## src/rtl/toq_pkg.sv

```systemverilog
// ----------------------------------------------------------------------------
// Two-class oldest-first queue package
// Shared command, status and class codes, defaults and control and status structs.
// ----------------------------------------------------------------------------
package toq_pkg;

	localparam int DEF_QUEUE_DEPTH = 16;
	localparam int DEF_STAMP_BITS  = 16;
	localparam int ID_BITS         = 16;

	typedef enum logic [2:0] {
		CMD_ENQ_DOG = 3'd0,
		CMD_ENQ_CAT = 3'd1,
		CMD_DEQ_ANY = 3'd2,
		CMD_DEQ_DOG = 3'd3,
		CMD_DEQ_CAT = 3'd4
	} cmd_t;

	typedef enum logic [1:0] {
		ST_OK    = 2'd0,
		ST_EMPTY = 2'd1,
		ST_FULL  = 2'd2
	} status_t;

	typedef enum logic [1:0] {
		CLS_NONE = 2'd0,
		CLS_DOG  = 2'd1,
		CLS_CAT  = 2'd2
	} class_t;

	// Control into one chain of cells.
	typedef struct packed {
		logic push;
		logic pop;
	} chain_ctrl_t;

	// Status out of one chain of cells.
	typedef struct packed {
		logic empty;
		logic full;
	} chain_stat_t;

endpackage

```

## src/rtl/toq_cell.sv

```systemverilog
// ----------------------------------------------------------------------------
// Queue cell
// Holds one identifier and its arrival stamp; loads a new entry or takes the
// entry of its neighbour further from the head.
// ----------------------------------------------------------------------------
module toq_cell
	import toq_pkg::*;
#(
	parameter int STAMP_BITS = DEF_STAMP_BITS
) (
	input  logic                  clk,
	input  logic                  load_en,
	input  logic                  shift_en,
	input  logic [ID_BITS-1:0]    new_id,
	input  logic [STAMP_BITS-1:0] new_stamp,
	input  logic [ID_BITS-1:0]    next_id,
	input  logic [STAMP_BITS-1:0] next_stamp,
	output logic [ID_BITS-1:0]    id,
	output logic [STAMP_BITS-1:0] stamp
);

	logic [ID_BITS-1:0]    id_q;
	logic [STAMP_BITS-1:0] stamp_q;

	// A cell holds its entry when neither a shift nor a load is asked for.
	always_ff @(posedge clk) begin
		if (shift_en) begin
			id_q    <= next_id;
			stamp_q <= next_stamp;
		end else if (load_en) begin
			id_q    <= new_id;
			stamp_q <= new_stamp;
		end
	end

	assign id    = id_q;
	assign stamp = stamp_q;

endmodule

```

## src/rtl/toq_chain.sv

```systemverilog
// ----------------------------------------------------------------------------
// Queue chain
// A row of cells forming one FIFO with its head always in cell zero, plus the
// fill count that selects the cell a push lands in.
// ----------------------------------------------------------------------------
module toq_chain
	import toq_pkg::*;
#(
	parameter int QUEUE_DEPTH = DEF_QUEUE_DEPTH,
	parameter int STAMP_BITS  = DEF_STAMP_BITS
) (
	input  logic                  clk,
	input  logic                  arst_n,
	input  chain_ctrl_t           ctrl,
	input  logic [ID_BITS-1:0]    new_id,
	input  logic [STAMP_BITS-1:0] new_stamp,
	output logic [ID_BITS-1:0]    head_id,
	output logic [STAMP_BITS-1:0] head_stamp,
	output chain_stat_t           stat
);

	localparam int CNT_BITS = $clog2(QUEUE_DEPTH + 1);

	logic [CNT_BITS-1:0]   count_q;
	logic [ID_BITS-1:0]    cell_id    [QUEUE_DEPTH];
	logic [STAMP_BITS-1:0] cell_stamp [QUEUE_DEPTH];

	assign stat.empty = (count_q == '0);
	assign stat.full  = (count_q == CNT_BITS'(QUEUE_DEPTH));

	// The caller only pushes when not full and only pops when not empty.
	always_ff @(posedge clk or negedge arst_n) begin
		if (!arst_n) begin
			count_q <= '0;
		end else if (ctrl.push) begin
			count_q <= count_q + CNT_BITS'(1);
		end else if (ctrl.pop) begin
			count_q <= count_q - CNT_BITS'(1);
		end
	end

	for (genvar i = 0; i < QUEUE_DEPTH; i++) begin : g_cell
		logic [ID_BITS-1:0]    nxt_id;
		logic [STAMP_BITS-1:0] nxt_stamp;

		if (i == QUEUE_DEPTH - 1) begin : g_last
			assign nxt_id    = '0;
			assign nxt_stamp = '0;
		end else begin : g_mid
			assign nxt_id    = cell_id[i+1];
			assign nxt_stamp = cell_stamp[i+1];
		end

		toq_cell #(
			.STAMP_BITS(STAMP_BITS)
		) u_cell (
			.clk       (clk),
			.load_en   (ctrl.push && (count_q == CNT_BITS'(i))),
			.shift_en  (ctrl.pop),
			.new_id    (new_id),
			.new_stamp (new_stamp),
			.next_id   (nxt_id),
			.next_stamp(nxt_stamp),
			.id        (cell_id[i]),
			.stamp     (cell_stamp[i])
		);
	end

	assign head_id    = cell_id[0];
	assign head_stamp = cell_stamp[0];

endmodule

```

## src/rtl/two_class_oldest_first_queue.sv

```systemverilog
// ----------------------------------------------------------------------------
// Two-class oldest-first queue
// Two FIFOs of identifiers (dog and cat) with shared arrival stamps and a
// dequeue command that serves whichever class holds the older head.
// ----------------------------------------------------------------------------
// Each request on the slave stream carries a command in s_tuser and an
// identifier in s_tdata, and yields exactly one result on the master stream.
// Both FIFOs are rows of cells with the head held in cell zero: a push writes
// the cell picked by the fill count and a pop moves every entry one cell
// towards the head, so the head entry and its stamp are always at hand. A
// request is taken when s_tvalid and s_tready are both high, and its result appears in the output
// register on the next edge; one request per cycle is sustained while the
// downstream side takes results, since the block accepts a new request
// whenever the output register is empty or being emptied in the same cycle.
// Every enqueue, stored or dropped, advances the shared arrival counter.
// Dequeue-any compares the two head stamps by modular difference: the dog is
// served when the difference has its top bit set, otherwise the cat, and a
// class that is empty is never chosen. Unused command codes leave the state
// alone and report success with no class.
// ----------------------------------------------------------------------------
module two_class_oldest_first_queue
	import toq_pkg::*;
#(
	parameter int QUEUE_DEPTH = DEF_QUEUE_DEPTH,
	parameter int STAMP_BITS  = DEF_STAMP_BITS
) (
	input  logic        clk,
	input  logic        arst_n,
	input  logic        s_tvalid,
	output logic        s_tready,
	input  logic [15:0] s_tdata,   // [15:0] entry_id
	input  logic [2:0]  s_tuser,   // [2:0] command
	output logic        m_tvalid,
	input  logic        m_tready,
	output logic [15:0] m_tdata,   // [15:0] served_id
	output logic [3:0]  m_tuser    // [1:0] status, [3:2] served_class
);

	chain_ctrl_t           dog_ctrl, cat_ctrl;
	chain_stat_t           dog_stat, cat_stat;
	logic [ID_BITS-1:0]    dog_id, cat_id;
	logic [STAMP_BITS-1:0] dog_stamp, cat_stamp, stamp_diff;
	logic [STAMP_BITS-1:0] arrival_q;

	logic                  take;
	logic                  enq;
	logic                  dog_older;
	cmd_t                  cmd;

	status_t               res_status;
	class_t                res_class;
	logic [ID_BITS-1:0]    res_id;

	logic                  out_valid_q;
	status_t               status_q;
	class_t                class_q;
	logic [ID_BITS-1:0]    id_q;

	assign s_tready = !out_valid_q || m_tready;
	assign take     = s_tvalid && s_tready;
	assign cmd      = cmd_t'(s_tuser);

	assign stamp_diff = dog_stamp - cat_stamp;
	// With one class empty the other is chosen; equal stamps go to the cat.
	assign dog_older  = cat_stat.empty || (!dog_stat.empty && stamp_diff[STAMP_BITS-1]);

	// Command decode: chain controls and the result of this request.
	always_comb begin
		dog_ctrl   = '0;
		cat_ctrl   = '0;
		enq        = 1'b0;
		res_status = ST_OK;
		res_class  = CLS_NONE;
		res_id     = '0;
		unique case (cmd)
			CMD_ENQ_DOG: begin
				enq = 1'b1;
				if (dog_stat.full) begin
					res_status = ST_FULL;
				end else begin
					dog_ctrl.push = take;
					res_class     = CLS_DOG;
				end
			end
			CMD_ENQ_CAT: begin
				enq = 1'b1;
				if (cat_stat.full) begin
					res_status = ST_FULL;
				end else begin
					cat_ctrl.push = take;
					res_class     = CLS_CAT;
				end
			end
			CMD_DEQ_ANY: begin
				priority if (dog_stat.empty && cat_stat.empty) begin
					res_status = ST_EMPTY;
				end else if (dog_older) begin
					dog_ctrl.pop = take;
					res_class    = CLS_DOG;
					res_id       = dog_id;
				end else begin
					cat_ctrl.pop = take;
					res_class    = CLS_CAT;
					res_id       = cat_id;
				end
			end
			CMD_DEQ_DOG: begin
				if (dog_stat.empty) begin
					res_status = ST_EMPTY;
				end else begin
					dog_ctrl.pop = take;
					res_class    = CLS_DOG;
					res_id       = dog_id;
				end
			end
			CMD_DEQ_CAT: begin
				if (cat_stat.empty) begin
					res_status = ST_EMPTY;
				end else begin
					cat_ctrl.pop = take;
					res_class    = CLS_CAT;
					res_id       = cat_id;
				end
			end
			default: begin
				// Unused codes: nothing changes and success with no class is reported.
			end
		endcase
	end

	// The shared arrival counter moves on every enqueue, even a dropped one.
	always_ff @(posedge clk or negedge arst_n) begin
		if (!arst_n) begin
			arrival_q <= '0;
		end else if (take && enq) begin
			arrival_q <= arrival_q + STAMP_BITS'(1);
		end
	end

	toq_chain #(
		.QUEUE_DEPTH(QUEUE_DEPTH),
		.STAMP_BITS (STAMP_BITS)
	) u_dog (
		.clk       (clk),
		.arst_n    (arst_n),
		.ctrl      (dog_ctrl),
		.new_id    (s_tdata),
		.new_stamp (arrival_q),
		.head_id   (dog_id),
		.head_stamp(dog_stamp),
		.stat      (dog_stat)
	);

	toq_chain #(
		.QUEUE_DEPTH(QUEUE_DEPTH),
		.STAMP_BITS (STAMP_BITS)
	) u_cat (
		.clk       (clk),
		.arst_n    (arst_n),
		.ctrl      (cat_ctrl),
		.new_id    (s_tdata),
		.new_stamp (arrival_q),
		.head_id   (cat_id),
		.head_stamp(cat_stamp),
		.stat      (cat_stat)
	);

	// Output register: holds a result until the downstream side takes it.
	always_ff @(posedge clk or negedge arst_n) begin
		if (!arst_n) begin
			out_valid_q <= 1'b0;
		end else if (take) begin
			out_valid_q <= 1'b1;
		end else if (m_tready) begin
			out_valid_q <= 1'b0;
		end
	end

	always_ff @(posedge clk) begin
		if (take) begin
			status_q <= res_status;
			class_q  <= res_class;
			id_q     <= res_id;
		end
	end

	assign m_tvalid = out_valid_q;
	assign m_tdata  = id_q;
	assign m_tuser  = {class_q, status_q};

endmodule
```

## config.mk

```make
export PLATFORM = sky130hd
export DESIGN_NAME = two_class_oldest_first_queue
export DESIGN_NICKNAME = d
export VERILOG_FILES = /design/src/rtl/toq_pkg.sv /design/src/rtl/toq_cell.sv /design/src/rtl/toq_chain.sv /design/src/rtl/two_class_oldest_first_queue.sv
export SDC_FILE = /design/constraint.sdc
export NUM_CORES = 2
export LEC_CHECK = 0
export BUFFER_PORTS_ARGS = -buffer_cell sky130_fd_sc_hd__buf_2
export CAP_MARGIN = 20
export CORE_UTILIZATION = 40
export DETAILED_ROUTE_END_ITERATION = 8
export PLACE_DENSITY = 0.61
export SETUP_SLACK_MARGIN = 0.15
export SYNTH_ARGS = -nofsm -noshare
export SYNTH_HDL_FRONTEND = slang
export SYNTH_SLANG_ARGS = --single-unit
```

## constraint.sdc

```tcl
create_clock -name clk -period 5.2 [get_ports clk]
set_clock_uncertainty 0.05 [all_clocks]
set_input_delay 0 -clock clk [delete_from_list [all_inputs] [get_ports clk]]
set_output_delay 0 -clock clk [all_outputs]
set_load 0.01 [all_outputs]
```

# [Yosys cells after proc, flatten, opt, wreduce, memory -nomap -nowiden]
# Cells that the tools add are included.
[totals] output_inout_bits=22 inputBits=23 ff_bits=1071 elab_cells=347
[op_classes] reduce_logical=77 eq_ne=36 n_mux=157 n_addsub=6
[op_table] operator="16-bit two-way mux" n=124
[op_table] operator="5-bit by 4-bit == test with 1-bit output (second input constant)" n=16
[op_table] operator="2-bit nonzero test" n=33
[op_table] operator="16-bit case mux with 3 select lines" n=1
[op_table] operator="5-bit by 3-bit == test with 1-bit output (second input constant)" n=8
[op_table] operator="1-bit logical AND" n=36
[op_table] operator="5-bit by 2-bit == test with 1-bit output (second input constant)" n=4
[op_table] operator="5-bit two-way mux" n=4
[op_table] operator="2-bit case mux with 5 select lines" n=2
[op_table] operator="1-bit two-way mux" n=18
[op_table] operator="16-bit by 1-bit adder with 16-bit output (second input constant)" n=1
[op_table] operator="16-bit subtractor" n=1
[op_table] operator="2-bit two-way mux" n=6
[op_table] operator="5-bit by 1-bit adder with 5-bit output (second input constant)" n=2
[op_table] operator="5-bit by 1-bit == test with 1-bit output (second input constant)" n=2
[op_table] operator="5-bit == test (second input constant)" n=2
[op_table] operator="5-bit zero test" n=2
[op_table] operator="5-bit by 1-bit subtractor with 5-bit output (second input constant)" n=2
[op_table] operator="3-bit by 2-bit == test with 1-bit output (second input constant)" n=2
[op_table] operator="1-bit case mux with 2 select lines" n=2
[op_table] operator="3-bit by 1-bit == test with 1-bit output (second input constant)" n=1
[op_table] operator="3-bit == test (second input constant)" n=1
[op_table] operator="3-bit zero test" n=1
[op_table] operator="1-bit zero test" n=2
[op_table] operator="other kinds (2)" n=3

# [Longest topological paths before layout]
[logic_depth] word_depth=9 ltp_mapped=12 depth_no_buf=9

# [Modules after synthesis]
# Synthesis repeated with hierarchy kept, for this count alone.
[hier_totals] hier_cells=2520 area_unflattened_um2=51291.7
[modules_own_cells] module="toq_cell" seq_area_each_um2=960.9 area_each_um2=1507.7 cells_each=69 instances=32
[modules_own_cells] module="two_class_oldest_first_queue" seq_area_each_um2=1026.0 area_each_um2=2072.0 cells_each=186 instances=1
[modules_own_cells] module="toq_chain" seq_area_each_um2=125.1 area_each_um2=486.7 cells_each=63 instances=2

# [Least setup slack after synthesis]
# No wires, ideal clock.
[synth_path] kind="reg2reg" from="register out_valid_q, in the netlist m_tvalid" to="register u_cat.g_cell[5].u_cell.id_q[0], enable pin" stages_incl_launch_ff=8 synth_period_minus_slack_ns=4.411 path_slack_ns=0.789 arrival_time_ns=3.896 n_path_buf=0 setup_time_ns=0.466 t_required_ns=4.684 path_cell_list="dfrtp_1 > nand2b_1 > nand2_1 > nor3_2 > nand3_1 > nor2_1 > nand2_1 > o21ai_0"
[synth_via] elab_chain_len=7 elab_cells_between_ends=11 cone_classes="mux: 6; reduce/logical: 5"
[synth_lines] element="from (decl)" line="two_class_oldest_first_queue.sv:54" source="logic out_valid_q;"
[synth_lines] element="from (signal assigned)" line="two_class_oldest_first_queue.sv:171" source="out_valid_q <= 1'b0;"
[synth_lines] element="from (signal assigned)" line="two_class_oldest_first_queue.sv:173" source="out_valid_q <= 1'b1;"
[synth_lines] element="from (signal assigned)" line="two_class_oldest_first_queue.sv:175" source="out_valid_q <= 1'b0;"
[synth_lines] element="1-bit zero test *" line="two_class_oldest_first_queue.sv:59" source="assign s_tready = !out_valid_q || m_tready;"
[synth_lines] element="1-bit logical OR *" line="two_class_oldest_first_queue.sv:59"
[synth_lines] element="via s_tready" line="two_class_oldest_first_queue.sv:30" source="output logic s_tready,"
[synth_lines] element="1-bit logical AND *" line="two_class_oldest_first_queue.sv:60" source="assign take = s_tvalid && s_tready;"
[synth_lines] element="1-bit two-way mux, on equally long branches" line="two_class_oldest_first_queue.sv:97, two_class_oldest_first_queue.sv:87"
[synth_lines] element="1-bit two-way mux, on equally long branches" line="two_class_oldest_first_queue.sv:95, two_class_oldest_first_queue.sv:75"
[synth_lines] element="1-bit case mux with 2 select lines / 1-bit logical AND (equally long branches)" line="two_class_oldest_first_queue.sv:75, toq_chain.sv:58"
[synth_lines] element="2-bit nonzero test (no line) *"
[synth_lines] element="to (signal assigned)" line="toq_cell.sv:28" source="id_q <= next_id;"
[synth_lines] element="to (signal assigned)" line="toq_cell.sv:31" source="id_q <= new_id;"
[synth_lines] element="to (decl)" line="toq_cell.sv:22" source="logic [ID_BITS-1:0] id_q;"
# Mark *: on every way through the listed nets, which the timed path passes. The rest lies on a longest branch.
# A chain may end at the register's enable or synchronous reset.

# [Worst setup path in the final report]
[layout_path] from="register u_dog.g_cell[0].u_cell.stamp_q[2]" to="register u_dog.g_cell[3].u_cell.id_q[15] (data pin)"
[layout_via] elab_chain_len=7
[layout_lines] element="from (decl)" line="toq_cell.sv:23" source="logic [STAMP_BITS-1:0] stamp_q;"
[layout_lines] element="from (signal assigned)" line="toq_cell.sv:29" source="stamp_q <= next_stamp;"
[layout_lines] element="from (signal assigned)" line="toq_cell.sv:32" source="stamp_q <= new_stamp;"
[layout_lines] element="16-bit subtractor" line="two_class_oldest_first_queue.sv:63" source="assign stamp_diff = dog_stamp - cat_stamp;"
[layout_lines] element="1-bit logical AND" line="two_class_oldest_first_queue.sv:65" source="assign dog_older = cat_stat.empty || (!dog_stat.empty && stamp_diff[STAMP_BITS-1]);"
[layout_lines] element="1-bit logical OR" line="two_class_oldest_first_queue.sv:65"
[layout_lines] element="1-bit two-way mux" line="two_class_oldest_first_queue.sv:97" source="end else if (dog_older) begin"
[layout_lines] element="1-bit two-way mux" line="two_class_oldest_first_queue.sv:95" source="priority if (dog_stat.empty && cat_stat.empty) begin"
[layout_lines] element="1-bit case mux with 2 select lines" line="two_class_oldest_first_queue.sv:75" source="unique case (cmd)"
[layout_lines] element="16-bit two-way mux" line="toq_cell.sv:27" source="if (shift_en) begin"
[layout_lines] element="to (signal assigned)" line="toq_cell.sv:28"
[layout_lines] element="to (signal assigned)" line="toq_cell.sv:31"
[layout_lines] element="to (decl)" line="toq_cell.sv:22"
# Every way passes these cells.

==> results.yml <==
global_route:
  grt_pass1_wl_mm: 148
  antenna_found_initial: 10
  grt_use_total_pct: 17.2
  gr-total-overflow: 0
  first_global_vias: 24900
  grt_max_degree: 116
floorplan:
  dieWidth_um: 332
  core_region_area_um2: 108000
  initial_utilization_pct: 40.6
  row_count: 120
  ios: 45
  die_area_um2: 110000
  dieHeight_um: 332
placement:
  portBuffers: 44
  dp_hpwl_mm: 58.6
  routabilityCongestion: 0.904
  place_inst: 4166
yosys:
  synth_area_um2: 43600
  synth_edf_count: 980
  avgSynthCellArea_um2: 15.2
  yosys_register_bits: 1071
  ys_seq_area_share_pct: 72.0
  ys_warn_count: 0
  synthFlopType: "edfxtp_1"
  async_reset_ff_share_pct: 2.52
  synth_nets: 2917
  syn_inst: 2867
  yosysUniqueCellTypes: 52
setup_path:
  crit_type: "reg2reg"
  cp-start-kind: "flop"
  reg2reg_slack_ps: 1320
  crit_required_ps: 5580
  critPathCaptureType: "flop"
  critPathArrivalTime_ps: 4250
  crit_fanout: 53
final_layout:
  drive_gt1_share_pct: 12.4
  multi_input_area_um2: 11100
  seqCellArea_um2: 31400
  layoutNonFillerInstCount: 4392
  fillers: 9443
  fin_nets: 2949
  syn_to_final_growth_pct: 12.6
timing:
  fin_crit_sh_pct: 74.5
  drv_slew: 0
  max_freq_ghz: 0.258
  whs_ps: 90.8
  worstMarginPinSlew_ps: 989
  relSlewSlack_pct: 34.0
  finalSetupTns_ps: 0
  finalSetupViolCount: 0
  fin_crit_ps: 3880
  hold_viol: 0
  rsz0062_at_grt: "no"
worst_hold_path:
  hp-class: "in2reg"
cts:
  cts_buffer_depth: 3
  cts_resized: 0
  holdBufCountCts: 25
  cts_root_buffer: "clkbuf_16"
  tritoncts: "yes"
  htree_num_levels: 3
  cts_buffers: 107
  clock_latency_ps: 680
  cts_sinks: 1071
  postCtsSetupBuffers: 0
  clkTransAtPathRegs_ps: 60
routing:
  drc: 0
  viasPerCell: 5.47
  vias: 24000
  drt_pass1_iterations: 5
  drtAntennaViolNets: 0
  dr.first_iter.drc_count: 2271
  drt_wl_total_mm: 94.8
  wire_per_inst_um: 21.6
run:
  maxCapViolations: 0
power:
  leakagePower_nw: 21.3
  ir_worst_vdd_v: 0.000284
  power_per_cell_area_nw_per_um2: 396
  power.total_mw: 19.4
status:
  outcome: "completed"
## cell usage in the layout (no fill, tap or decap), types with 5 or more instances in the layout
cell           count
clkinv_1          17
nand2b_1           8
a21oi_4           43
dfrtp_1           27
ha_1              27
nand3_1           34
buf_2             44
edfxtp_1         980
xnor2_1           21
clkbuf_16        111
nor3_1             6
clkinv_2          15
a21o_1           961
clkbuf_8          13
dfxtp_1           64
buf_4             64
a31oi_1            5
inv_1             55
and3_1            10
nor2_1            19
o211ai_1          17
a21oi_1           91
clkbuf_1          29
dlygate4sd3_1     24
o21ai_4           26
nand2_1          187
buf_12            12
a21oi_2            7
## critical path: stages (launching register included)
cell	delay (ps)
edfxtp_1	380
ha_1	300
nand2_1	60
o21ai_1	250
a21oi_1	190
o31ai_2	460
mux2i_4	330
buf_4	740
a21oi_1	320
buf_4	280
a21o_1	170
## cells in the mapped netlist, types with 2 or more instances
cell type	instances	area [µm²]
edfxtp_1	980	29400
a21o_1	961	7210
nand2_1	187	702
buf_2	149	746
a21oi_1	91	455
dfxtp_1	64	1280
inv_1	55	206
a21oi_4	43	699
buf_4	43	323
nand3_1	34	170
o21ai_0	34	170
dfrtp_1	27	676
ha_1	27	338
clkbuf_1	23	86.3
xnor2_1	21	184
nor2_1	19	71.3
o211ai_1	17	128
and3_1	10	62.6
buf_6	8	90.1
nand2b_1	8	50.1
a21oi_2	7	61.3
and2_1	6	37.5
nor3_1	6	30.0
a31oi_1	5	31.3
nand4_1	4	25.0
a22o_1	2	17.5
a32oi_1	2	17.5
and4_1	2	17.5
mux2_2	2	22.5
mux2i_1	2	20.0
nor2_2	2	12.5
nor2b_1	2	12.5
o311ai_1	2	17.5
or2_2	2	12.5
or3_1	2	12.5
xor2_1	2	17.5
## where the power goes
group	switching (mW)	total, mW	internal, mW
clock network	3.20	7.48	4.29
registers	0.179	10.1	9.90
logic	1.15	1.87	0.721
total	4.53	19.4	14.9
## kinds of logic after synthesis
| family | after synthesis | synth area share [%] |
|---|---|---|
| simple gates | 291 | 2.94 |
| fa+ha+maj | 27 | 0.775 |
| buf+inv | 278 | 3.33 |
| compound gates | 1173 | 20.4 |
| xor+xnor | 23 | 0.462 |
| mux | 4 | 0.0976 |
| flops | 1071 | 72.0 |
## per-stage QoR
step                      area [µm²]  utilization (%)  setup WS [ps]
after floorplan                43600                -            789
after detailed placement       45400             42.2           1280
after CTS                      49100             45.6           1290
final                          49100             45.7           1320
after global routing           49100             45.7           1200
after global placement         45400             42.2           1420
## layout make-up
class,count,area share (%)
Tap cell,1403,3.58
Clock buffer,153,6.24
Timing Repair Buffer,146,2.49
Multi-Input combinational cell,1518,22.6
Sequential cell,1071,63.9
Antenna cell,2,0.0102
Inverter,55,0.421
Clock inverter,44,0.698
## sequential cells by signal, summed over array words and instances (netlist names)
signal,count
m_tdata,16
u_cat.g_cell.u_cell.stamp,256
status_q,2
class_q,2
u_cat.count_q,5
u_dog.count_q,5
u_cat.g_cell.u_cell.id,256
m_tvalid,1
u_dog.g_cell.u_cell.id,256
u_dog.g_cell.u_cell.stamp,256
arrival_q,16
## per-layer routing
layer / wire length [µm] / up-vias / track usage (%)
met4: 1660 / 4 / 4.38
met3: 5260 / 118 / 2.94
met5: 20 / - / 0
met1: 43300 / 12500 / 24.2
met2: 44600 / 536 / 27.5
li1: - / 10800 / -
## path summary, 6_finish.rpt
kind	from	endpoint	cells after the start
worst max-delay path	u_dog.g_cell[0].u_cell.stamp[2]$_DFFE_PP_	u_dog.g_cell[3].u_cell.id[15]$_DFFE_PP_	10
max in group asynchronous	arst_n	u_dog.count_q[2]$_DFFE_PN0P_	4
worst min register to register	u_cat.g_cell[15].u_cell.id[7]$_SDFFE_PP0P_	u_cat.g_cell[15].u_cell.id[7]$_SDFFE_PP0P_	2
worst max register to register	u_dog.g_cell[0].u_cell.stamp[2]$_DFFE_PP_	u_dog.g_cell[3].u_cell.id[15]$_DFFE_PP_	10
worst min-delay path	s_tdata[9]	u_cat.g_cell[15].u_cell.id[9]$_SDFFE_PP0P_	4
min in group asynchronous	arst_n	m_tvalid$_DFFE_PN0P_	4
(Power assumes the default switching activity.)
